[src/sv/pchw_pkg.sv]
// Package: shared widths, event codes, status codes and control types.
`timescale 1ns / 1ps
package pchw_pkg;

  localparam int unsigned COORD_W  = 15;
  localparam int unsigned POS_W    = 16;
  localparam int unsigned HOLD_W   = 8;
  localparam int unsigned WHEEL_W  = 16;
  localparam int unsigned ACCUM_W  = 32;
  localparam int unsigned CIDX_W   = 2;
  localparam int unsigned CDATA_W  = 15;

  localparam logic [COORD_W-1:0] WIDTH_RST  = 15'd320;
  localparam logic [COORD_W-1:0] HEIGHT_RST = 15'd240;
  localparam logic [HOLD_W-1:0]  HOLD_RST   = 8'd2;

  localparam logic signed [ACCUM_W-1:0] ACCUM_MAX = 32'sh7FFF_FFFF;
  localparam logic signed [ACCUM_W-1:0] ACCUM_MIN = 32'sh8000_0000;
  localparam logic signed [WHEEL_W-1:0] STEP_MAX  = 16'sh7FFF;
  localparam logic signed [WHEEL_W-1:0] STEP_MIN  = 16'sh8000;

  typedef enum logic [2:0] {
    MODE_MOVE      = 3'd0,
    MODE_DOWN      = 3'd1,
    MODE_UP        = 3'd2,
    MODE_WHEEL     = 3'd3,
    MODE_READ_PTR  = 3'd4,
    MODE_PEEK_PTR  = 3'd5,
    MODE_READ_WHL  = 3'd6,
    MODE_CLEAR     = 3'd7
  } mode_t;

  typedef enum logic [1:0] {
    STAT_OK       = 2'd0,
    STAT_REJECT   = 2'd1,
    STAT_IGNORED  = 2'd2,
    STAT_RSVD     = 2'd3
  } status_t;

  typedef enum logic [CIDX_W-1:0] {
    REG_WIDTH  = 2'd0,
    REG_HEIGHT = 2'd1,
    REG_HOLD   = 2'd2,
    REG_NONE   = 2'd3
  } reg_idx_t;

  // Wheel accumulator controls, at most one asserted per cycle.
  typedef struct packed {
    logic add;
    logic take;
    logic clr;
  } wheel_ctl_t;

endpackage

[src/sv/pchw_if.sv]
// Interfaces: event channel, result channel and register write channel.
`timescale 1ns / 1ps
interface pchw_in_if;
  logic                                   valid;
  logic                                   ready;
  logic [2:0]                             mode;
  logic [pchw_pkg::POS_W-1:0]             pos_x;
  logic [pchw_pkg::POS_W-1:0]             pos_y;
  logic [2:0]                             button_mask;
  logic signed [pchw_pkg::WHEEL_W-1:0]    wheel_delta;

  modport source (output valid, mode, pos_x, pos_y, button_mask, wheel_delta,
                  input ready);
  modport sink   (input valid, mode, pos_x, pos_y, button_mask, wheel_delta,
                  output ready);
endinterface

interface pchw_out_if;
  logic                                   valid;
  logic                                   ready;
  logic [pchw_pkg::COORD_W-1:0]           out_x;
  logic [pchw_pkg::COORD_W-1:0]           out_y;
  logic                                   out_pressed;
  logic signed [pchw_pkg::WHEEL_W-1:0]    wheel_out;
  logic [1:0]                             status;

  modport source (output valid, out_x, out_y, out_pressed, wheel_out, status,
                  input ready);
  modport sink   (input valid, out_x, out_y, out_pressed, wheel_out, status,
                  output ready);
endinterface

interface pchw_cfg_if;
  logic                                   valid;
  logic                                   ready;
  logic [pchw_pkg::CIDX_W-1:0]            index;
  logic [pchw_pkg::CDATA_W-1:0]           data;

  modport source (output valid, index, data, input ready);
  modport sink   (input valid, index, data, output ready);
endinterface

[src/sv/pchw_wheel.sv]
// Saturating signed wheel accumulator with clamped take-out.
`timescale 1ns / 1ps
module pchw_wheel (
  input  logic                                 clk,
  input  logic                                 rst_n,
  input  pchw_pkg::wheel_ctl_t                 ctl,
  input  logic signed [pchw_pkg::WHEEL_W-1:0]  delta,
  output logic signed [pchw_pkg::WHEEL_W-1:0]  take_val
);

  logic signed [pchw_pkg::ACCUM_W-1:0] accum_r;
  logic signed [pchw_pkg::ACCUM_W-1:0] accum_nxt;
  logic signed [pchw_pkg::ACCUM_W:0]   sum;
  logic signed [pchw_pkg::ACCUM_W-1:0] sum_sat;
  logic                                fits16;

  assign sum = {accum_r[pchw_pkg::ACCUM_W-1], accum_r}
             + {{(pchw_pkg::ACCUM_W+1-pchw_pkg::WHEEL_W){delta[pchw_pkg::WHEEL_W-1]}},
                delta};

  always_comb begin
    if (sum[pchw_pkg::ACCUM_W] != sum[pchw_pkg::ACCUM_W-1]) begin
      sum_sat = sum[pchw_pkg::ACCUM_W] ? pchw_pkg::ACCUM_MIN : pchw_pkg::ACCUM_MAX;
    end else begin
      sum_sat = sum[pchw_pkg::ACCUM_W-1:0];
    end
  end

  // Fits in 16 bits when all upper bits match the sign.
  assign fits16 = (&accum_r[pchw_pkg::ACCUM_W-1:pchw_pkg::WHEEL_W-1])
               || ~(|accum_r[pchw_pkg::ACCUM_W-1:pchw_pkg::WHEEL_W-1]);

  always_comb begin
    if (fits16) begin
      take_val = accum_r[pchw_pkg::WHEEL_W-1:0];
    end else if (accum_r[pchw_pkg::ACCUM_W-1]) begin
      take_val = pchw_pkg::STEP_MIN;
    end else begin
      take_val = pchw_pkg::STEP_MAX;
    end
  end

  always_comb begin
    accum_nxt = accum_r;
    if (ctl.clr) begin
      accum_nxt = '0;
    end else if (ctl.add) begin
      accum_nxt = sum_sat;
    end else if (ctl.take) begin
      accum_nxt = accum_r
                - {{(pchw_pkg::ACCUM_W-pchw_pkg::WHEEL_W){take_val[pchw_pkg::WHEEL_W-1]}},
                   take_val};
    end
  end

  always_ff @(posedge clk) begin
    if (!rst_n) begin
      accum_r <= '0;
    end else begin
      accum_r <= accum_nxt;
    end
  end

endmodule

[src/sv/pointer_click_hold_wheel_accumulator_top.sv]
// Top level: pointer event filter with click hold and wheel accumulator.
// A result word appears on the output register in the cycle after its event
// word is accepted. Throughput: one word per cycle; the input is ready
// whenever the output register is empty or being drained in the same cycle.
// Reset (synchronous, rst_n low): all pointer and wheel state clears, the
// output register empties, registers return to width 320, height 240, hold 2.
`timescale 1ns / 1ps
module pointer_click_hold_wheel_accumulator_top (
  input  logic    clk,
  input  logic    rst_n,
  pchw_in_if.sink    in_ch,
  pchw_out_if.source out_ch,
  pchw_cfg_if.sink   cfg_ch
);

  // Configuration registers
  logic [pchw_pkg::COORD_W-1:0] width_r;
  logic [pchw_pkg::COORD_W-1:0] height_r;
  logic [pchw_pkg::HOLD_W-1:0]  hold_reads_r;

  // Pointer state
  logic [pchw_pkg::COORD_W-1:0] cur_x_r, cur_x_nxt;
  logic [pchw_pkg::COORD_W-1:0] cur_y_r, cur_y_nxt;
  logic                         left_down_r, left_down_nxt;
  logic                         pend_r, pend_nxt;
  logic [pchw_pkg::HOLD_W-1:0]  hold_r, hold_nxt;
  logic [pchw_pkg::COORD_W-1:0] frz_x_r, frz_x_nxt;
  logic [pchw_pkg::COORD_W-1:0] frz_y_r, frz_y_nxt;

  // Output register
  logic                                out_valid_r;
  logic [pchw_pkg::COORD_W-1:0]        ox_r, ox_nxt;
  logic [pchw_pkg::COORD_W-1:0]        oy_r, oy_nxt;
  logic                                op_r, op_nxt;
  logic signed [pchw_pkg::WHEEL_W-1:0] wout_r, wout_nxt;
  pchw_pkg::status_t                   st_r, st_nxt;

  logic                                accept;
  logic                                in_range;
  logic                                left;
  pchw_pkg::mode_t                     mode;
  pchw_pkg::wheel_ctl_t                wctl;
  logic signed [pchw_pkg::WHEEL_W-1:0] wheel_take;

  // Output register is free when empty or drained this cycle.
  assign in_ch.ready = !out_valid_r || out_ch.ready;
  assign accept      = in_ch.valid && in_ch.ready;
  assign cfg_ch.ready = 1'b1;

  assign mode     = pchw_pkg::mode_t'(in_ch.mode);
  assign left     = in_ch.button_mask[0];
  assign in_range = (in_ch.pos_x < {1'b0, width_r})
                 && (in_ch.pos_y < {1'b0, height_r});

  pchw_wheel u_wheel (
    .clk      (clk),
    .rst_n    (rst_n),
    .ctl      (wctl),
    .delta    (in_ch.wheel_delta),
    .take_val (wheel_take)
  );

  // Single pass: compute next state and the result word from the accepted
  // event word and current state.
  always_comb begin
    cur_x_nxt     = cur_x_r;
    cur_y_nxt     = cur_y_r;
    left_down_nxt = left_down_r;
    pend_nxt      = pend_r;
    hold_nxt      = hold_r;
    frz_x_nxt     = frz_x_r;
    frz_y_nxt     = frz_y_r;
    ox_nxt        = '0;
    oy_nxt        = '0;
    op_nxt        = 1'b0;
    wout_nxt      = '0;
    st_nxt        = pchw_pkg::STAT_OK;
    wctl          = '0;

    if (accept) begin
      case (mode)
        pchw_pkg::MODE_MOVE, pchw_pkg::MODE_DOWN,
        pchw_pkg::MODE_UP, pchw_pkg::MODE_WHEEL: begin
          if (!in_range) begin
            st_nxt = pchw_pkg::STAT_REJECT;
          end else begin
            cur_x_nxt = in_ch.pos_x[pchw_pkg::COORD_W-1:0];
            cur_y_nxt = in_ch.pos_y[pchw_pkg::COORD_W-1:0];
            if (in_ch.button_mask[2:1] != 2'b00) begin
              st_nxt = pchw_pkg::STAT_IGNORED;
            end
            if (mode == pchw_pkg::MODE_WHEEL) begin
              wctl.add = 1'b1;
            end
            if (mode == pchw_pkg::MODE_DOWN) begin
              // Left press cancels any pending release.
              if (left) begin
                left_down_nxt = 1'b1;
                pend_nxt      = 1'b0;
                hold_nxt      = '0;
              end
            end else if (mode == pchw_pkg::MODE_UP) begin
              if (left) begin
                left_down_nxt = 1'b1;
              end else if (left_down_r) begin
                // Start (or restart) the hold and freeze the click point.
                pend_nxt  = 1'b1;
                hold_nxt  = hold_reads_r;
                frz_x_nxt = in_ch.pos_x[pchw_pkg::COORD_W-1:0];
                frz_y_nxt = in_ch.pos_y[pchw_pkg::COORD_W-1:0];
              end
            end else if (mode == pchw_pkg::MODE_MOVE) begin
              // Keep left_down while a release is pending.
              if (!pend_r) begin
                left_down_nxt = left;
              end
            end
          end
        end
        pchw_pkg::MODE_READ_PTR: begin
          if (pend_r) begin
            if (hold_r == '0) begin
              // Hold used up: finish the release, report live position.
              left_down_nxt = 1'b0;
              pend_nxt      = 1'b0;
              ox_nxt        = cur_x_r;
              oy_nxt        = cur_y_r;
            end else begin
              hold_nxt = hold_r - pchw_pkg::HOLD_W'(1);
              ox_nxt   = frz_x_r;
              oy_nxt   = frz_y_r;
              op_nxt   = 1'b1;
            end
          end else begin
            ox_nxt = cur_x_r;
            oy_nxt = cur_y_r;
            op_nxt = left_down_r;
          end
        end
        pchw_pkg::MODE_PEEK_PTR: begin
          // Same view as a read, except once the hold is used up; hold does not advance.
          if (pend_r) begin
            ox_nxt = frz_x_r;
            oy_nxt = frz_y_r;
            op_nxt = 1'b1;
          end else begin
            ox_nxt = cur_x_r;
            oy_nxt = cur_y_r;
            op_nxt = left_down_r;
          end
        end
        pchw_pkg::MODE_READ_WHL: begin
          wctl.take = 1'b1;
          wout_nxt  = wheel_take;
        end
        pchw_pkg::MODE_CLEAR: begin
          // Frozen point and registers survive a clear.
          cur_x_nxt     = '0;
          cur_y_nxt     = '0;
          left_down_nxt = 1'b0;
          pend_nxt      = 1'b0;
          hold_nxt      = '0;
          wctl.clr      = 1'b1;
        end
        default: begin
          st_nxt = pchw_pkg::STAT_OK;
        end
      endcase
    end
  end

  // State and output register
  always_ff @(posedge clk) begin
    if (!rst_n) begin
      cur_x_r     <= '0;
      cur_y_r     <= '0;
      left_down_r <= 1'b0;
      pend_r      <= 1'b0;
      hold_r      <= '0;
      frz_x_r     <= '0;
      frz_y_r     <= '0;
      out_valid_r <= 1'b0;
    end else begin
      cur_x_r     <= cur_x_nxt;
      cur_y_r     <= cur_y_nxt;
      left_down_r <= left_down_nxt;
      pend_r      <= pend_nxt;
      hold_r      <= hold_nxt;
      frz_x_r     <= frz_x_nxt;
      frz_y_r     <= frz_y_nxt;
      if (accept) begin
        out_valid_r <= 1'b1;
      end else if (out_ch.ready) begin
        out_valid_r <= 1'b0;
      end
    end
  end

  // Result payload: load on accept, hold otherwise.
  always_ff @(posedge clk) begin
    if (accept) begin
      ox_r   <= ox_nxt;
      oy_r   <= oy_nxt;
      op_r   <= op_nxt;
      wout_r <= wout_nxt;
      st_r   <= st_nxt;
    end
  end

  // Register writes; a zero size is dropped, unknown index ignored.
  always_ff @(posedge clk) begin
    if (!rst_n) begin
      width_r      <= pchw_pkg::WIDTH_RST;
      height_r     <= pchw_pkg::HEIGHT_RST;
      hold_reads_r <= pchw_pkg::HOLD_RST;
    end else if (cfg_ch.valid && cfg_ch.ready) begin
      case (pchw_pkg::reg_idx_t'(cfg_ch.index))
        pchw_pkg::REG_WIDTH: begin
          if (cfg_ch.data != '0) begin
            width_r <= cfg_ch.data;
          end
        end
        pchw_pkg::REG_HEIGHT: begin
          if (cfg_ch.data != '0) begin
            height_r <= cfg_ch.data;
          end
        end
        pchw_pkg::REG_HOLD: begin
          hold_reads_r <= cfg_ch.data[pchw_pkg::HOLD_W-1:0];
        end
        default: begin
          hold_reads_r <= hold_reads_r;
        end
      endcase
    end
  end

  assign out_ch.valid       = out_valid_r;
  assign out_ch.out_x       = ox_r;
  assign out_ch.out_y       = oy_r;
  assign out_ch.out_pressed = op_r;
  assign out_ch.wheel_out   = wout_r;
  assign out_ch.status      = st_r;

endmodule

[src/flat_wrapper.sv]
// flat-port wrapper written by rule: the top's interface ports become plain ports
module pointer_click_hold_wheel_accumulator_top_flat 
  (clk, rst_n, in_ch_valid, in_ch_mode, in_ch_pos_x, in_ch_pos_y, in_ch_button_mask, in_ch_wheel_delta, in_ch_ready, out_ch_valid, out_ch_out_x, out_ch_out_y, out_ch_out_pressed, out_ch_wheel_out, out_ch_status, out_ch_ready, cfg_ch_valid, cfg_ch_index, cfg_ch_data, cfg_ch_ready);
  pchw_in_if in_ch_i ();
  pchw_out_if out_ch_i ();
  pchw_cfg_if cfg_ch_i ();
  input  logic clk;
  input  logic rst_n;
  input wire logic [$bits(in_ch_i.valid)-1:0] in_ch_valid;
  input wire logic [$bits(in_ch_i.mode)-1:0] in_ch_mode;
  input wire logic [$bits(in_ch_i.pos_x)-1:0] in_ch_pos_x;
  input wire logic [$bits(in_ch_i.pos_y)-1:0] in_ch_pos_y;
  input wire logic [$bits(in_ch_i.button_mask)-1:0] in_ch_button_mask;
  input wire logic [$bits(in_ch_i.wheel_delta)-1:0] in_ch_wheel_delta;
  output wire logic [$bits(in_ch_i.ready)-1:0] in_ch_ready;
  output wire logic [$bits(out_ch_i.valid)-1:0] out_ch_valid;
  output wire logic [$bits(out_ch_i.out_x)-1:0] out_ch_out_x;
  output wire logic [$bits(out_ch_i.out_y)-1:0] out_ch_out_y;
  output wire logic [$bits(out_ch_i.out_pressed)-1:0] out_ch_out_pressed;
  output wire logic [$bits(out_ch_i.wheel_out)-1:0] out_ch_wheel_out;
  output wire logic [$bits(out_ch_i.status)-1:0] out_ch_status;
  input wire logic [$bits(out_ch_i.ready)-1:0] out_ch_ready;
  input wire logic [$bits(cfg_ch_i.valid)-1:0] cfg_ch_valid;
  input wire logic [$bits(cfg_ch_i.index)-1:0] cfg_ch_index;
  input wire logic [$bits(cfg_ch_i.data)-1:0] cfg_ch_data;
  output wire logic [$bits(cfg_ch_i.ready)-1:0] cfg_ch_ready;
  assign in_ch_i.valid = in_ch_valid;
  assign in_ch_i.mode = in_ch_mode;
  assign in_ch_i.pos_x = in_ch_pos_x;
  assign in_ch_i.pos_y = in_ch_pos_y;
  assign in_ch_i.button_mask = in_ch_button_mask;
  assign in_ch_i.wheel_delta = in_ch_wheel_delta;
  assign in_ch_ready = in_ch_i.ready;
  assign out_ch_valid = out_ch_i.valid;
  assign out_ch_out_x = out_ch_i.out_x;
  assign out_ch_out_y = out_ch_i.out_y;
  assign out_ch_out_pressed = out_ch_i.out_pressed;
  assign out_ch_wheel_out = out_ch_i.wheel_out;
  assign out_ch_status = out_ch_i.status;
  assign out_ch_i.ready = out_ch_ready;
  assign cfg_ch_i.valid = cfg_ch_valid;
  assign cfg_ch_i.index = cfg_ch_index;
  assign cfg_ch_i.data = cfg_ch_data;
  assign cfg_ch_ready = cfg_ch_i.ready;
  pointer_click_hold_wheel_accumulator_top u_core (.clk(clk), .rst_n(rst_n), .in_ch(in_ch_i), .out_ch(out_ch_i), .cfg_ch(cfg_ch_i));
endmodule
[config.mk]
export PLATFORM = sky130hd
export DESIGN_NAME = pointer_click_hold_wheel_accumulator_top_flat
export DESIGN_NICKNAME = d
export VERILOG_FILES = /design/src/sv/pchw_pkg.sv /design/src/sv/pchw_if.sv /design/src/sv/pchw_wheel.sv /design/src/sv/pointer_click_hold_wheel_accumulator_top.sv /design/src/flat_wrapper.sv
export SDC_FILE = /design/constraint.sdc
export NUM_CORES = 1
export LEC_CHECK = 0
export ABC_AREA = 1
export BUFFER_PORTS_ARGS = -buffer_cell sky130_fd_sc_hd__buf_2
export CAP_MARGIN = 30
export CORE_ASPECT_RATIO = 0.6
export CORE_MARGIN = 2
export CORE_UTILIZATION = 40
export DETAILED_ROUTE_END_ITERATION = 16
export PLACE_DENSITY_LB_ADDON = 0.3
export SETUP_SLACK_MARGIN = 0.5
export SYNTH_ARGS = -nofsm -noshare
export SYNTH_HDL_FRONTEND = slang
export SYNTH_SLANG_ARGS = --single-unit
[constraint.sdc]
create_clock -name clk -period 4 [get_ports clk]
set_input_delay 0.2 -clock clk [delete_from_list [all_inputs] [get_ports clk]]
set_output_delay 0.2 -clock clk [all_outputs]
set_load 0.01 [all_outputs]
Word level (Yosys, flattened, before mapping). Index checks and enable logic that the tools add are counted.

Flip-flop bits (word level): 190.

$add $sub $neg: 3. $lt $le $gt $ge: 2. Eq/ne operators: 20. Multiplexer cells: 58. Bitwise gates (word level): 4. Reductions and logical operators: 27.

Operators by type and width (count): $mux 32 (4); $mux 15 (8); $pmux 15 s2 (4); $mux 8 (8); $add 32x16->33 (1); $lt 16x15->1 (2); $mux 16 (2); $sub 32x32->32 (1); $mux 1 (26); $pmux 8 s3 (1); $reduce_and 7->1 (3); $reduce_and 17->1 (1); $reduce_or 17->1 (1); $reduce_bool 15->1 (1); $eq 3x3->1 const B (4); $reduce_and 3->1 (3); $reduce_and 9->1 (1); $logic_not 8->1 (1); $reduce_bool 2->1 (4); $sub 8x1->8 const B (1); $eq 3x2->1 const B (2); $ne 2x1->1 const B (3); $pmux 1 s3 (2); $ne 4x1->1 const B (1); other kinds (23) (29).

Depth between registers and ports, before layout. Gate-level depths: netlist (run 1).

Depth in word-level cells: 7. Depth in mapped cells: 25. Depth with buffers taken out: 25.

Hierarchy. From an unflattened synthesis (run 1), not the netlist that was laid out.

Cell total of the unflattened synthesis: 2077. Area, all modules: 13814.5 µm².

Modules (own cells, without submodules): pointer_click_hold_wheel_accumulator_top (times used 1, cells an instance 1060, area an instance 8041.5 µm², sequential area each 3653.5 µm²); pchw_wheel (times used 1, cells an instance 1017, area an instance 5773.0 µm², sequential area each 640.6 µm²).

Worst setup path after synthesis (run 1). OpenSTA, ideal clock, no wires.

Kind: register -> register. Start: reg u_core.u_wheel.accum_r[31] in the netlist's numbering. End: reg u_core.u_wheel.accum_r[12] in the netlist's numbering. Setup time: 0.128 ns. Arrival time: 3.061 ns. Data required time: 3.872 ns. Path slack: 0.811 ns. Cell stages (with the launch flop): 19. Buffers on the path: 1. Clock period less this slack: 3.189 ns. Cells stage by stage: dfxtp_1 -> inv_1 -> nor2_1 -> a41oi_1 -> inv_1 -> clkbuf_1 -> a21oi_1 -> inv_1 -> ha_1 -> fa_1 -> o21ai_1 -> nand2_1 -> nand2_1 -> nand2_1 -> nand2_1 -> xor2_1 -> or2_2 -> nand2_1 -> a21oi_1.

Word-level cells in the longest chain between the ends: 7. Elaborated cells on any way between the ends: 13. Those cells by class: add/sub (2); eq/ne (1); mux (6); bitwise (1); reduce/logical (3).

Ends and longest elaborated chain: start, declared (RTL line pchw_wheel.sv:11) `logic signed [pchw_pkg::ACCUM_W-1:0] accum_r;`; start signal, assigned (RTL line pchw_wheel.sv:60) `accum_r <= accum_nxt;`; $reduce_or 17->1 (RTL line pchw_wheel.sv:31) `|| ~(|accum_r[pchw_pkg::ACCUM_W-1:pchw_pkg::WHEEL_W-1]);`; $not 1->1 (RTL line pchw_wheel.sv:31); $logic_or 1x1->1 (RTL line pchw_wheel.sv:31); $mux 16 (*) (RTL line pchw_wheel.sv:34) `if (fits16) begin`; via u_core.u_wheel.take_val, one bit (RTL line pchw_wheel.sv:8) `output logic signed [pchw_pkg::WHEEL_W-1:0] take_val`; $sub 32x32->32 (*) (RTL line pchw_wheel.sv:51) `- {{(pchw_pkg::ACCUM_W-pchw_pkg::WHEEL_W){take_val[pchw_pkg::WHEEL_W-1]}},`; $mux 32 (*) (RTL line pchw_wheel.sv:49) `end else if (ctl.take) begin`; $mux 32 (*) (RTL line pchw_wheel.sv:47) `end else if (ctl.add) begin`.

The timed path passes the listed nets; every way through them passes the cells marked *. The select of a mux whose other input is x is not followed. A chain may end at the register's enable or synchronous reset.

Final worst setup path (run 1).
Start: reg u_core.u_wheel.accum_r[28] in the netlist's numbering. End: reg u_core.u_wheel.accum_r[28] in the netlist's numbering.

Word-level cells in the longest chain between the ends: 7. Elaborated cells on any way between the ends: 12. Those cells by class: add/sub (2); eq/ne (1); mux (5); bitwise (1); reduce/logical (3).

Ends and longest elaborated chain (RTL line): $reduce_or 17->1 (pchw_wheel.sv:31); $not 1->1 (pchw_wheel.sv:31); $logic_or 1x1->1 (*) (pchw_wheel.sv:31); $mux 16 (*) (pchw_wheel.sv:34); via u_core.u_wheel.take_val, one bit (pchw_wheel.sv:8); $sub 32x32->32 (*) (pchw_wheel.sv:51); $mux 32 (*) (pchw_wheel.sv:49); $mux 32 (*) (pchw_wheel.sv:47).

Marked as above.

==> reports/metrics.yaml, run 1 <==
status: "complete, no violations"
timing_worst_slew_pin_value_ns: 0.891
final_max_slew_viol_count: 0
synthesis.area_mm2: 0.0128
power.share.combinational_pct: 27.3
critical_path.max_fanout: 6
setup_crit_start_kind: "register"
grt_max_degree: 72
switchingPower_mw: 1.81
clk_root_buffer_cell: "sky130_fd_sc_hd__clkbuf_16"
post-place-ws_ns: 0.111
synth_fp_nets: 2065
synth-main-ff-cell: "sky130_fd_sc_hd__dfxtp_1"
stdcell_count: 2438
worstPathRequired_ns: 4.35
setup-tns-final_ns: 0
drt_wl_total_mm: 41.7
worst_hold_path_type: "in -> reg"
rsz_0062_raised_after_global_routing: "yes"
final_core_util_pct: 46.7
drc_errors: 0
synth-warning-count: 0
intPower_mw: 3.48
antenna_found_initial: 3
reg2reg_setup_slack_ns: 0.61
dieArea_mm2: 0.0334
synth_enable_flop_cells: 49
power-per-cell-area_mw_per_mm2: 362
post_synth_inst_count: 1894
ioPinCount: 128
fin_ws_ns: 0.605
sink_count: 190
die_width_um: 235
place.gp.congestion: 1.02
clock_tree_from_tritoncts: "yes"
avgViaCountPerCell: 5.33
number_of_distinct_library_cell_variants_in_the_gate_level_netlist_after_synthesis: 44
grt.total_usage_pct: 24.4
dpl.hpwl_mm: 31.9
worst-endpoint-arrival_ns: 3.75
cts-hold-fix-buffers: 0
cts.clk_slew.worst_paths_ns: 0.08
synth_seq_cells: 190
port_buffers: 126
finalHoldWorstSlack_ns: 0.0233
routed_wire_length_per_instance_um: 17.1
final_nets: 2177
fp.dieH_um: 142
dr.pass1.iters: 7
core_region_area_mm2: 0.0313
power.static_leakage_nw: 6.90
start_util_pct: 40.8
synthesis.area_per_instance_um2: 6.74
layout_stage_area_growth_over_the_synthesis_result_pct: 14.3
htree_num_levels: 4
dr_total_vias: 13000
power.ir.vdd_worst_uv: 346
slew_headroom_pct: 40.5
swShare_pct: 34.2
setup_violations_final: 0
postPlaceCellArea_mm2: 0.0138
fin_crit_ns: 3.39
fin_skew_ns: 0.0116
critPathCaptureType: "register"
cap_viol_max_count: 0
drive_above_1_share_pct: 12.7
total_power_mw: 5.29
pwr-share-seq_pct: 39.2
first_global_vias: 11600
final_area_mm2: 0.0146
power_frac_clock_pct: 33.5
final_period_util_pct: 84.9
postSynth.asyncResetShare_pct: 0
hold_viol: 0
clk_path_buf_depth: 2
detailedRoute.firstIterationViolations: 1473
clk_latency_ns: 0.46
grt_first_pass_wirelength_mm: 63.9
post-place-cells: 2395
final_antenna_net_count: 0
timing_worst_setup_path_type: "reg -> reg"
row_count: 50
numCtsBuffers: 17
synth.yosys.seq_area_share_pct: 33.6
fmaxAchievable_mhz: 295
sum_of_overflow_across_all_layers_after_global_routing: 0
-- cells in the final DEF, fill, tap and decap left out, types with 3 or more instances in the layout --
master	synthesis	routed
sky130_fd_sc_hd__clkbuf_16	0	19
sky130_fd_sc_hd__dfxtp_2	0	11
sky130_fd_sc_hd__a21oi_2	3	8
sky130_fd_sc_hd__nor2_2	6	9
sky130_fd_sc_hd__buf_4	7	22
sky130_fd_sc_hd__edfxtp_1	49	49
sky130_fd_sc_hd__nand3b_1	7	7
sky130_fd_sc_hd__o21ai_1	3	4
sky130_fd_sc_hd__nor2_1	203	199
sky130_fd_sc_hd__nor3_1	20	19
sky130_fd_sc_hd__nand2_1	500	493
sky130_fd_sc_hd__nand4_1	21	21
sky130_fd_sc_hd__a21oi_1	190	185
sky130_fd_sc_hd__nand2_2	9	16
sky130_fd_sc_hd__xor2_1	28	28
sky130_fd_sc_hd__nor4_1	12	11
sky130_fd_sc_hd__o21a_1	9	9
sky130_fd_sc_hd__o211ai_1	6	6
sky130_fd_sc_hd__xnor2_1	10	10
sky130_fd_sc_hd__dfxtp_1	141	128
sky130_fd_sc_hd__inv_2	7	9
sky130_fd_sc_hd__nand3_1	109	108
sky130_fd_sc_hd__diode_2	0	3
sky130_fd_sc_hd__a21o_1	5	5
sky130_fd_sc_hd__buf_2	12	126
sky130_fd_sc_hd__clkinv_2	0	3
sky130_fd_sc_hd__inv_1	217	215
sky130_fd_sc_hd__o21ai_0	154	151
sky130_fd_sc_hd__ha_1	93	92
sky130_fd_sc_hd__o21bai_1	11	11
sky130_fd_sc_hd__or2_2	6	6
-- worst paths after layout --
| kind | cells after the start | end | startpoint |
|---|---|---|---|
| worst min register to register | 2 | u_core.width_r[7]$_SDFFE_PN0P_ | u_core.width_r[7]$_SDFFE_PN0P_ |
| worst max register to register | 20 | u_core.u_wheel.accum_r[28]$_SDFFE_PP0P_ | u_core.u_wheel.accum_r[28]$_SDFFE_PP0P_ |
| worst min-delay path | 3 | u_core.cur_x_r[10]$_SDFFE_PN0P_ | in_ch_pos_x[10] |
| worst max-delay path | 20 | u_core.u_wheel.accum_r[28]$_SDFFE_PP0P_ | u_core.u_wheel.accum_r[28]$_SDFFE_PP0P_ |
-- worst max-delay path: stages, from the launching register on --
cell	delay [ns]
sky130_fd_sc_hd__dfxtp_2	0.35
sky130_fd_sc_hd__nor3_1	0.41
sky130_fd_sc_hd__a41oi_2	0.20
sky130_fd_sc_hd__inv_2	0.20
sky130_fd_sc_hd__nor2_4	0.09
sky130_fd_sc_hd__a21oi_2	0.12
sky130_fd_sc_hd__inv_1	0.06
sky130_fd_sc_hd__ha_2	0.19
sky130_fd_sc_hd__fa_2	0.43
sky130_fd_sc_hd__o21ai_4	0.18
sky130_fd_sc_hd__nand2_2	0.07
sky130_fd_sc_hd__nand2_2	0.08
sky130_fd_sc_hd__nand2_1	0.06
sky130_fd_sc_hd__nand2_2	0.09
sky130_fd_sc_hd__nand4_1	0.26
sky130_fd_sc_hd__nand2_1	0.15
sky130_fd_sc_hd__nand2_1	0.05
sky130_fd_sc_hd__nand3_1	0.09
sky130_fd_sc_hd__nand3_1	0.09
sky130_fd_sc_hd__nand2_1	0.08
sky130_fd_sc_hd__inv_1	0.03
-- cells in the mapped netlist (2+ instances only) --
cell	instances	area share (%)
sky130_fd_sc_hd__xor2_1	28	1.9
sky130_fd_sc_hd__nand3_1	109	4.3
sky130_fd_sc_hd__edfxtp_1	49	12
sky130_fd_sc_hd__a21oi_1	190	7.4
sky130_fd_sc_hd__buf_4	7	0.41
sky130_fd_sc_hd__o211ai_1	6	0.35
sky130_fd_sc_hd__or2_1	2	0.098
sky130_fd_sc_hd__nand4_1	21	1.0
sky130_fd_sc_hd__nor4_1	12	0.59
sky130_fd_sc_hd__nor2_2	6	0.29
sky130_fd_sc_hd__buf_1	3	0.088
sky130_fd_sc_hd__inv_2	7	0.21
sky130_fd_sc_hd__nand3b_1	7	0.41
sky130_fd_sc_hd__nand2_1	500	15
sky130_fd_sc_hd__o21ai_0	154	6.0
sky130_fd_sc_hd__buf_6	3	0.26
sky130_fd_sc_hd__nor3_1	20	0.78
sky130_fd_sc_hd__a21oi_2	3	0.21
sky130_fd_sc_hd__ha_1	93	9.1
sky130_fd_sc_hd__dfxtp_1	141	22
sky130_fd_sc_hd__clkbuf_1	33	0.97
sky130_fd_sc_hd__fa_1	2	0.31
sky130_fd_sc_hd__o21a_1	9	0.53
sky130_fd_sc_hd__or2_2	6	0.29
sky130_fd_sc_hd__o21bai_1	11	0.65
sky130_fd_sc_hd__a21o_1	5	0.29
sky130_fd_sc_hd__xnor2_1	10	0.69
sky130_fd_sc_hd__nand4_4	2	0.33
sky130_fd_sc_hd__buf_2	12	0.47
sky130_fd_sc_hd__o21ai_1	3	0.12
sky130_fd_sc_hd__nand2_2	9	0.44
sky130_fd_sc_hd__nor2_1	203	6.0
sky130_fd_sc_hd__inv_1	217	6.4
-- power groups by stage --
stage	Clock (mW)	Sequential [mW]	Combinational [mW]
2_1_floorplan	0	2.12	0.933
3_3_place_gp	0	2.11	1.33
3_5_place_dp	0	2.11	1.34
4_1_cts	1.79	2.07	1.36
5_1_grt	1.87	2.08	1.60
6_report	1.77	2.07	1.44
-- final cells by class --
class	count	area, um^2
clock buffers	20	479
clock inverters	12	126
inverters	224	841
flip-flops and latches	190	4320
fillers	3257	16700
well taps	416	520
diodes	3	7.51
repair buffers	150	838
multi-input cells	1423	7470
-- kinds of logic after synthesis --
family	Yosys count	share of synthesized area (%)
AND/OR/NAND/NOR	898	29.3
AO/OA/AOI/OAI	390	16.2
buffers and inverters	282	8.79
flip-flops	190	33.6
adder cells (fa/ha/maj)	95	9.42
XOR/XNOR	38	2.61
other	1	0.0294
-- metal layers --
| metal | GRT usage, % | part of all wire [%] | vias up | routed length, um |
|---|---|---|---|---|
| li1 | - | - | 6459 | - |
| met2 | 32.9 | 39 | 519 | 16100 |
| met1 | 38.1 | 51 | 5961 | 21300 |
| met5 | 0 | 0 | - | 0 |
| met3 | 4.81 | 8.3 | 60 | 3450 |
| met4 | 7.26 | 2.0 | 0 | 815 |
-- sequential cells by signal, summed over array words and instances, names as in the netlist, 2 cells and up --
name and count:
u_core.frz_x_r 15, u_core.cur_x_r 15, u_core.cur_y_r 15, u_core.frz_y_r 15, u_core.height_r 15, u_core.out_ch.wheel_out 16
u_core.width_r 15, u_core.out_ch.out_x 15, u_core.hold_r 8, u_core.hold_reads_r 8, u_core.out_ch.out_y 15, u_core.out_ch.status 2
u_core.u_wheel.accum_r 32
-- what timing repair did --
item / CTS / global route
resized for setup: 4 / 44
pin swaps: 0 / 10
gates cloned: 0 / 1
setup endpoints to repair: 23 / 23
setup buffers: 0 / 7
(Power assumes the default switching activity.)
==> inputs of run 2 (changes only) <==
Settings changed: ABC_AREA 1 to 0.
Clock period 4 ns to 3.5 ns, I/O delays scaled along.
==> run 2 against run 1 <==
Effect of this change: the run now ends with negative setup slack left; flip-flop and latch count did not move; critical path depth decreased by 3; final area increased by 8.8%; die area shrank 6.4%; clock-buffer cell count down 1; highest routed layer is now met5; clock power is 18% higher; total power is 23% higher; clock skew up 0.0020 ns; routed wire length fell by 4.2%.
==> reports/metrics.yaml, run 2 <==
number_of_flip_flops_under_the_largest_register_name: 32  # unchanged
synth_enable_flop_cells: 49  # unchanged
power.static_leakage_nw: 6.67  # was 6.90 nW
clock_tree_from_tritoncts: "yes"  # unchanged
worst-endpoint-arrival_ns: 4.24  # was 3.75 ns
clk_latency_ns: 0.45  # was 0.46 ns
fin_ws_ns: -0.379  # was 0.605 ns
cp_slowest_stage_delay_ns: 0.40  # was 0.43 ns
synth_common_cells: "sky130_fd_sc_hd__nand2_1 (241), sky130_fd_sc_hd__a21oi_1 (186), sky130_fd_sc_hd__dfxtp_1 (141)"  # was sky130_fd_sc_hd__nand2_1 (500), sky130_fd_sc_hd__inv_1 (217), sky130_fd_sc_hd__nor2_1 (203)
layout_stage_area_growth_over_the_synthesis_result_pct: 33.0  # was 14.3%
drive_above_1_share_pct: 27.2  # was 12.7%
cell_mode_on_critical_path: "sky130_fd_sc_hd__o21ai_2"  # was sky130_fd_sc_hd__nand2_1
most_heavily_used_metal_layer_in_global_routing: "met1"  # unchanged
synth_fp_nets: 1613  # was 2065
synth-main-ff-cell: "sky130_fd_sc_hd__dfxtp_1"  # unchanged
fp.dieH_um: 138  # was 142 um
status: "finished with violations"  # was complete, no violations
regToRegStartpoint: "u_core.u_wheel.accum_r[31]$_SDFFE_PP0P_"  # was u_core.u_wheel.accum_r[28]$_SDFFE_PP0P_
final_area_mm2: 0.0159  # was 0.0146 mm^2
drt_wl_total_mm: 39.9  # was 41.7 mm
cts.clk_slew.worst_paths_ns: 0.08  # about the same
critical_path.max_fanout: 8  # was 6
postPlaceCellArea_mm2: 0.0138  # about the same
post-synth-top-area-fraction_pct: 23.6  # was 22.1%
synth-warning-count: 0  # unchanged
start_util_pct: 41.1  # was 40.8%
dr_total_vias: 11900  # was 13000
cp_cell_sequence: "nand4_1 -> nor4_4 -> a31oi_4 -> nand2_4 -> buf_12 -> o21ai_2 -> ha_1 -> and4_1 -> o2bb2ai_2 -> a221o_1 -> a31o_4 -> o221a_4 -> a221oi_4 -> buf_4 -> o21ai_2 -> xnor2_1 -> a211oi_1"  # was nor3_1 -> a41oi_2 -> inv_2 -> nor2_4 -> a21oi_2 -> inv_1 -> ha_2 -> fa_2 -> o21ai_4 -> nand2_2 -> nand2_2 -> nand2_1 -> nand2_2 -> nand4_1 -> nand2_1 -> nand2_1 -> nand3_1 -> nand3_1 -> nand2_1 -> inv_1
violations_in_the_final_reports: "negative setup slack"
hold_viol: 0  # unchanged
timing_worst_setup_path_type: "reg -> reg"  # unchanged
number_of_distinct_library_cell_variants_in_the_gate_level_netlist_after_synthesis: 78  # was 44
postSynth.asyncResetShare_pct: 0  # unchanged
setup_crit_start_kind: "register"  # unchanged
final_nets: 1878  # was 2177
dieArea_mm2: 0.0313  # was 0.0334 mm^2
slew_headroom_pct: 39.5  # was 40.5%
die_width_um: 227  # was 235 um
fin_skew_ns: 0.0136  # was 0.0116 ns
globalRouteMet2Util_pct: 35.5  # was 32.9%
diodes: 0  # was 3
avgViaCountPerCell: 5.60  # was 5.33
synthDominantAreaCellType: "sky130_fd_sc_hd__dfxtp_1"  # unchanged
dr.pass1.iters: 8  # was 7
grt_use_met1_pct: 39.2  # was 38.1%
row_count: 48  # was 50
use_met3_pct: 5.59  # was 4.81%
synthesis.area_mm2: 0.0119  # was 0.0128 mm^2
first_global_vias: 10900  # was 11600
post_synth_inst_count: 1442  # was 1894
setup-tns-final_ns: -3.75  # was 0 ns
clk_path_buf_depth: 2  # unchanged
most-common-layout-cells: "sky130_fd_sc_hd__nand2_1 (238), sky130_fd_sc_hd__a21oi_1 (167), sky130_fd_sc_hd__buf_4 (145)"  # was sky130_fd_sc_hd__nand2_1 (493), sky130_fd_sc_hd__inv_1 (215), sky130_fd_sc_hd__nor2_1 (199)
synth.yosys.seq_area_share_pct: 36.0  # was 33.6%
antenna_found_initial: 2  # was 3
place.gp.congestion: 0.937  # was 1.02
cap_viol_max_count: 0  # unchanged
sum_of_overflow_across_all_layers_after_global_routing: 0  # unchanged
clk_root_buffer_cell: "sky130_fd_sc_hd__clkbuf_16"  # unchanged
final_max_slew_viol_count: 0  # unchanged
timing_worst_slew_pin_value_ns: 0.905  # was 0.891 ns
grt_max_degree: 51  # was 72
core_region_area_mm2: 0.0291  # was 0.0313 mm^2
routed_wire_length_per_instance_um: 18.8  # was 17.1 um
rsz_0062_raised_after_global_routing: "yes"  # unchanged
critPathCaptureType: "register"  # unchanged
numCtsBuffers: 17  # unchanged
timing.critical_path.slowest_stage_cell: "sky130_fd_sc_hd__dfxtp_2"  # was sky130_fd_sc_hd__fa_2
detailedRoute.firstIterationViolations: 1149  # was 1473
setup_violations_final: 17  # was 0
largest_register: "u_core.u_wheel.accum_r"  # unchanged
grt.total_usage_pct: 25.5  # was 24.4%
dpl.hpwl_mm: 28.8  # was 31.9 mm
synth_area_leaders: "sky130_fd_sc_hd__dfxtp_1 (24%), sky130_fd_sc_hd__edfxtp_1 (12%), sky130_fd_sc_hd__ha_1 (9.7%)"  # was sky130_fd_sc_hd__dfxtp_1 (22%), sky130_fd_sc_hd__nand2_1 (15%), sky130_fd_sc_hd__edfxtp_1 (12%)
final_period_util_pct: 111  # was 84.9%
post-synth-top-count-cell: "sky130_fd_sc_hd__nand2_1"  # unchanged
power.ir.vdd_worst_uv: 322  # was 346 uV
crit_path_start: "u_core.u_wheel.accum_r[31]$_SDFFE_PP0P_"  # was u_core.u_wheel.accum_r[28]$_SDFFE_PP0P_
port_buffers: 126  # unchanged
sink_count: 190  # unchanged
power-per-cell-area_mw_per_mm2: 409  # was 362 mW/mm^2
worst_hold_path_type: "in -> reg"  # unchanged
synth_seq_cells: 190  # unchanged
fin_crit_ns: 3.88  # was 3.39 ns
grt_first_pass_wirelength_mm: 61.1  # was 63.9 mm
drc_errors: 0  # unchanged
fmaxAchievable_mhz: 258  # was 295 MHz
cp.buffers_inverters: 2  # was 3
synthesis.area_per_instance_um2: 8.28  # was 6.74 um^2
hp-start: "cfg_ch_data[1]"  # was in_ch_pos_x[10]
ioPinCount: 128  # unchanged
critical-path-top-delay-family: "compound AO/OA/AOI/OAI gates"  # was simple AND/OR/NAND/NOR gates
final_antenna_net_count: 0  # unchanged
final_common_cell: "sky130_fd_sc_hd__nand2_1"  # unchanged
htree_num_levels: 4  # unchanged
worstPathRequired_ns: 3.86  # was 4.35 ns
[run 2: changes by cell type after synthesis, sizes merged, moves of 16 or more]
| cell | previous run | this run |
|---|---|---|
| a211oi | 1 | 19 |
| inv | 224 | 53 |
| nand2 | 509 | 241 |
| a21o | 5 | 37 |
| o21ai | 157 | 75 |
| nand3 | 109 | 57 |
| nor2b | 0 | 24 |
| mux2i | 0 | 36 |
| nand2b | 0 | 16 |
| xnor2 | 10 | 41 |
| clkbuf | 33 | 62 |
| nor2 | 209 | 72 |
[run 2: metrics by stage]
step	setup WS, ns	utilization [%]	hold slack, ns	instances	total power [mW]
floorplan	-0.253	-	0.300	1442	3.37
global placement	-0.455	47.6	0.433	2015	3.97
detailed placement	-0.520	47.6	0.447	2015	3.98
CTS	-0.285	52.8	0.00227	2099	6.33
global route	-0.543	54.6	0.00336	2120	6.78
finish	-0.379	54.6	0.0139	2120	6.50
[run 2: path summary, 6_finish.rpt]
kind	endpoint	slack, ns	cells past startpoint
max	u_core.u_wheel.accum_r[28]$_SDFFE_PP0P_	-0.38	17
max reg2reg	u_core.u_wheel.accum_r[28]$_SDFFE_PP0P_	-0.38	17
min	u_core.hold_reads_r[1]$_SDFFE_PN1P_	0.01	3
min reg2reg	u_core.frz_y_r[2]$_SDFFE_PN0P_	0.46	2
[run 2: final cells by class]
cell class | count | area [um^2]
sequential | 190 | 4310
inverter | 53 | 199
clock buffer | 19 | 464
clock inverter | 13 | 164
timing repair buffer | 318 | 2240
multi-input combinational | 1127 | 8000
fill | 2698 | 13200
tap | 400 | 500
[run 2: kinds of logic after synthesis]
group           after synthesis  share of synthesized area, %
simple gates                500                          19.4
fa+ha+maj                    95                          10.1
xor+xnor                     55                          4.03
mux                          36                          3.02
other cells                   1                        0.0314
flops                       190                          36.0
buf+inv                     126                          4.32
compound gates              439                          23.2
[run 2: routing by layer]
layer  wire, um  vias to the layer above
met5         28                        -
met4        470                        4
met3       3300                       40
met2      16100                      401
met1      20000                     5664
li1           -                     5760
[run 2: timing repair]
item / CTS / global route
endpoints found under the hold margin: 32 / 0
resized for setup: 101 / 70
pin swaps: 39 / 53
buffers inserted: 28 / 21
hold buffers: 22 / 0
cloned: 2 / 0
setup endpoints to repair: 46 / 94
[run 2: tightest hold or removal path: cells and delay by family]
family | cells | cell delay [ns]
simple gates | 1 | 0.06
buf+inv | 1 | 0.13
mux | 1 | 0.08
[run 2: report_power, final]
| group | switching, mW | total (mW) | leakage (nW) | internal [mW] |
|---|---|---|---|---|
| clock network | 1.00 | 2.09 | 0.306 | 1.08 |
| registers | 0.0421 | 2.36 | 1.64 | 2.32 |
| logic | 1.07 | 2.05 | 4.72 | 0.988 |
| total | 2.11 | 6.50 | 6.67 | 4.39 |
==> inputs of run 3 (changes only) <==
Settings changed: CELL_PAD_IN_SITES_DETAIL_PLACEMENT set to 1, CELL_PAD_IN_SITES_GLOBAL_PLACEMENT set to 1.
==> run 3 against run 2 <==
Effect of this change: the flow still finishes with violations (negative setup slack); sequential power about the same; die area unchanged; routed wire length up 18%; flip-flop and latch count did not move; sequential share of layout area increased by 0.34 points; combinational power rose by 2%; register-to-register slack lost 0.27 ns; total power grew 0.20%; non-clock buffer count fell by 7; critical endpoint is now u_core.u_wheel.accum_r[26]$_SDFFE_PP0P_; largest power group unchanged.
==> reports/metrics.yaml, run 3 (synthesis gave the netlist of run 2 again) <==
whs_path_depth: 3  # unchanged
critPathCaptureType: "register"  # unchanged
fin_ws_ns: -0.649  # was -0.379 ns
core_region_area_mm2: 0.0291  # unchanged
avgViaCountPerCell: 5.80  # was 5.60
post-place-cells: 2021  # was 2015
layout_stage_area_growth_over_the_synthesis_result_pct: 31.6  # was 33.0%
power.ir.vdd_worst_uv: 277  # was 322 uV
antenna_found_initial: 5  # was 2
critical-path-top-delay-family: "compound AO/OA/AOI/OAI gates"  # unchanged
number_of_flip_flops_under_the_largest_register_name: 32  # unchanged
stdcell_count: 2118  # was 2120
final_period_util_pct: 119  # was 111%
routed_wire_length_per_instance_um: 22.2  # was 18.8 um
power-per-cell-area_mw_per_mm2: 415  # was 409 mW/mm^2
start_util_pct: 41.1  # unchanged
crit_path_start: "u_core.u_wheel.accum_r[23]$_SDFFE_PP0P_"  # was u_core.u_wheel.accum_r[31]$_SDFFE_PP0P_
numCtsBuffers: 17  # unchanged
die_width_um: 227  # unchanged
final_common_cell: "sky130_fd_sc_hd__nand2_1"  # unchanged
r2r.worst_path.cells: 16  # was 17
grt.total_usage_pct: 29.6  # was 25.5%
first_global_vias: 12300  # was 10900
drive_above_1_share_pct: 26.5  # was 27.2%
clk_latency_ns: 0.45  # about the same
layout.filler_cells: 3494  # was 2698
power.static_leakage_nw: 6.63  # was 6.67 nW
clk_path_buf_depth: 2  # unchanged
finalHoldWorstSlack_ns: 0.0225  # was 0.0139 ns
timing_worst_setup_path_type: "reg -> reg"  # unchanged
clock_tree_from_tritoncts: "yes"  # unchanged
worst_hold_path_type: "in -> reg"  # unchanged
ioPinCount: 128  # unchanged
htree_num_levels: 4  # unchanged
worstPathRequired_ns: 3.84  # was 3.86 ns
critical_path.max_fanout: 7  # was 8
clk_root_buffer_cell: "sky130_fd_sc_hd__clkbuf_16"  # unchanged
timing.critical_path.slowest_stage_cell: "sky130_fd_sc_hd__dfxtp_2"  # unchanged
dieArea_mm2: 0.0313  # unchanged
port_buffers: 126  # unchanged
sum_of_overflow_across_all_layers_after_global_routing: 0  # unchanged
cap_viol_max_count: 0  # unchanged
final_nets: 1872  # was 1878
reg2reg_setup_slack_ns: -0.65  # was -0.38 ns
final_max_slew_viol_count: 0  # unchanged
fin_skew_ns: 0.0146  # was 0.0136 ns
slew_headroom_pct: 36.1  # was 39.5%
cp_slowest_stage_delay_ns: 0.35  # was 0.40 ns
cts.clk_slew.worst_paths_ns: 0.08  # about the same
hold_viol: 0  # unchanged
setup_violations_final: 25  # was 17
fmaxAchievable_mhz: 241  # was 258 MHz
violations_in_the_final_reports: "negative setup slack"  # unchanged
setup_crit_start_kind: "register"  # unchanged
min_delay_worst_endpoint: "u_core.frz_x_r[3]$_SDFFE_PN0P_"  # was u_core.hold_reads_r[1]$_SDFFE_PN1P_
worst-endpoint-arrival_ns: 4.49  # was 4.24 ns
regToRegStartpoint: "u_core.u_wheel.accum_r[23]$_SDFFE_PP0P_"  # was u_core.u_wheel.accum_r[31]$_SDFFE_PP0P_
dr_total_vias: 12300  # was 11900
dpl.hpwl_mm: 32.9  # was 28.8 mm
grt_max_degree: 82  # was 51
status: "finished with violations"  # unchanged
grt_first_pass_wirelength_mm: 70.7  # was 61.1 mm
rsz_0062_raised_after_global_routing: "yes"  # unchanged
final_antenna_net_count: 0  # unchanged
row_count: 48  # unchanged
drc_errors: 0  # unchanged
hp-start: "in_ch_pos_x[3]"  # was cfg_ch_data[1]
timing.rr.end: "u_core.u_wheel.accum_r[26]$_SDFFE_PP0P_"  # was u_core.u_wheel.accum_r[28]$_SDFFE_PP0P_
timing_worst_slew_pin_value_ns: 0.931  # was 0.905 ns
cell_mode_on_critical_path: "sky130_fd_sc_hd__a221o_1"  # was sky130_fd_sc_hd__o21ai_2
cp.buffers_inverters: 1  # was 2
most-common-layout-cells: "sky130_fd_sc_hd__nand2_1 (239), sky130_fd_sc_hd__a21oi_1 (169), sky130_fd_sc_hd__buf_4 (148)"  # was sky130_fd_sc_hd__nand2_1 (238), sky130_fd_sc_hd__a21oi_1 (167), sky130_fd_sc_hd__buf_4 (145)
largest_register: "u_core.u_wheel.accum_r"  # unchanged
fin_crit_ns: 4.15  # was 3.88 ns
detailedRoute.firstIterationViolations: 883  # was 1149
fp.dieH_um: 138  # unchanged
sink_count: 190  # unchanged
drt_wl_total_mm: 47.0  # was 39.9 mm
place.gp.congestion: 0.926  # was 0.937
dr.pass1.iters: 5  # was 8
cp_cell_sequence: "nor4_4 -> nand4_1 -> nor3_2 -> a31oi_4 -> buf_12 -> o21ai_4 -> ha_4 -> a21o_1 -> a221o_1 -> a221o_1 -> a31o_4 -> o221a_4 -> a221oi_4 -> xor2_1 -> a21oi_1 -> a41o_1"  # was nand4_1 -> nor4_4 -> a31oi_4 -> nand2_4 -> buf_12 -> o21ai_2 -> ha_1 -> and4_1 -> o2bb2ai_2 -> a221o_1 -> a31o_4 -> o221a_4 -> a221oi_4 -> buf_4 -> o21ai_2 -> xnor2_1 -> a211oi_1
run 3: through the flow:
| stage | worst slack, ns | utilization (%) | setup TNS, ns | instance area, um^2 | power, mW |
|---|---|---|---|---|---|
| floorplan | -0.253 | - | -0.513 | 12100 | 3.37 |
| global placement | -0.585 | 47.8 | -8.01 | 13900 | 4.01 |
| detailed placement | -0.804 | 47.8 | -12.85 | 13900 | 4.07 |
| CTS | -0.456 | 53.0 | -5.36 | 15400 | 6.36 |
| global route | -0.745 | 54.0 | -12.69 | 15700 | 6.75 |
| finish | -0.649 | 54.1 | -8.91 | 15700 | 6.51 |
run 3: worst max-delay path by stage:
stage                                              end  slack, ns  cells past startpoint
3_5_place_dp   u_core.u_wheel.accum_r[26]$_SDFFE_PP0P_      -0.80                     17
4_1_cts        u_core.u_wheel.accum_r[26]$_SDFFE_PP0P_      -0.46                     17
2_1_floorplan  u_core.u_wheel.accum_r[26]$_SDFFE_PP0P_      -0.25                     18
6_report       u_core.u_wheel.accum_r[26]$_SDFFE_PP0P_      -0.65                     16
5_1_grt        u_core.u_wheel.accum_r[26]$_SDFFE_PP0P_      -0.74                     16
3_3_place_gp   u_core.u_wheel.accum_r[26]$_SDFFE_PP0P_      -0.59                     18
run 3: worst register-to-register path, cell delays in order, from the launching register on:
cell and delay, ns:
sky130_fd_sc_hd__dfxtp_2 0.35, sky130_fd_sc_hd__nor4_4 0.30, sky130_fd_sc_hd__nand4_1 0.18, sky130_fd_sc_hd__nor3_2 0.28, sky130_fd_sc_hd__a31oi_4 0.13, sky130_fd_sc_hd__buf_12 0.23
sky130_fd_sc_hd__o21ai_4 0.18, sky130_fd_sc_hd__ha_4 0.23, sky130_fd_sc_hd__a21o_1 0.17, sky130_fd_sc_hd__a221o_1 0.35, sky130_fd_sc_hd__a221o_1 0.33, sky130_fd_sc_hd__a31o_4 0.23
sky130_fd_sc_hd__o221a_4 0.25, sky130_fd_sc_hd__a221oi_4 0.35, sky130_fd_sc_hd__xor2_1 0.19, sky130_fd_sc_hd__a21oi_1 0.09, sky130_fd_sc_hd__a41o_1 0.22
run 3: what timing repair did:
action	CTS	global route
setup endpoints to repair	64	98
pin swaps	46	27
hold endpoints to repair	22	0
cloned	4	0
gates resized for setup	105	46
buffers inserted	29	12
hold buffers	16	0
run 3: where the power goes:
group	switching, mW	leakage [nW]	total, mW	internal, mW
sequential	0.0434	1.64	2.36	2.32
combinational	1.13	4.70	2.10	0.970
clock	1.05	0.291	2.06	1.01
total	2.22	6.63	6.51	4.30
run 3: cell type report:
type | count | area (um^2) | share of cell area [%]
timing repair buffer | 311 | 2210 | 14.1
sequential | 190 | 4320 | 27.5
antenna | 4 | 10.0 | 0.0637
tap | 400 | 500 | 3.19
clock inverter | 13 | 161 | 1.03
clock buffer | 19 | 454 | 2.89
multi-input combinational | 1128 | 7860 | 50.0
inverter | 53 | 199 | 1.27
run 3: metal layers:
metal / vias to the layer above / GRT usage [%] / wire, um
met2: 343 / 44.7 / 20400
met4: 2 / 7.23 / 770
met3: 63 / 6.50 / 3090
met1: 6116 / 42.8 / 22700
li1: 5757 / - / -
met5: - / 0 / 16
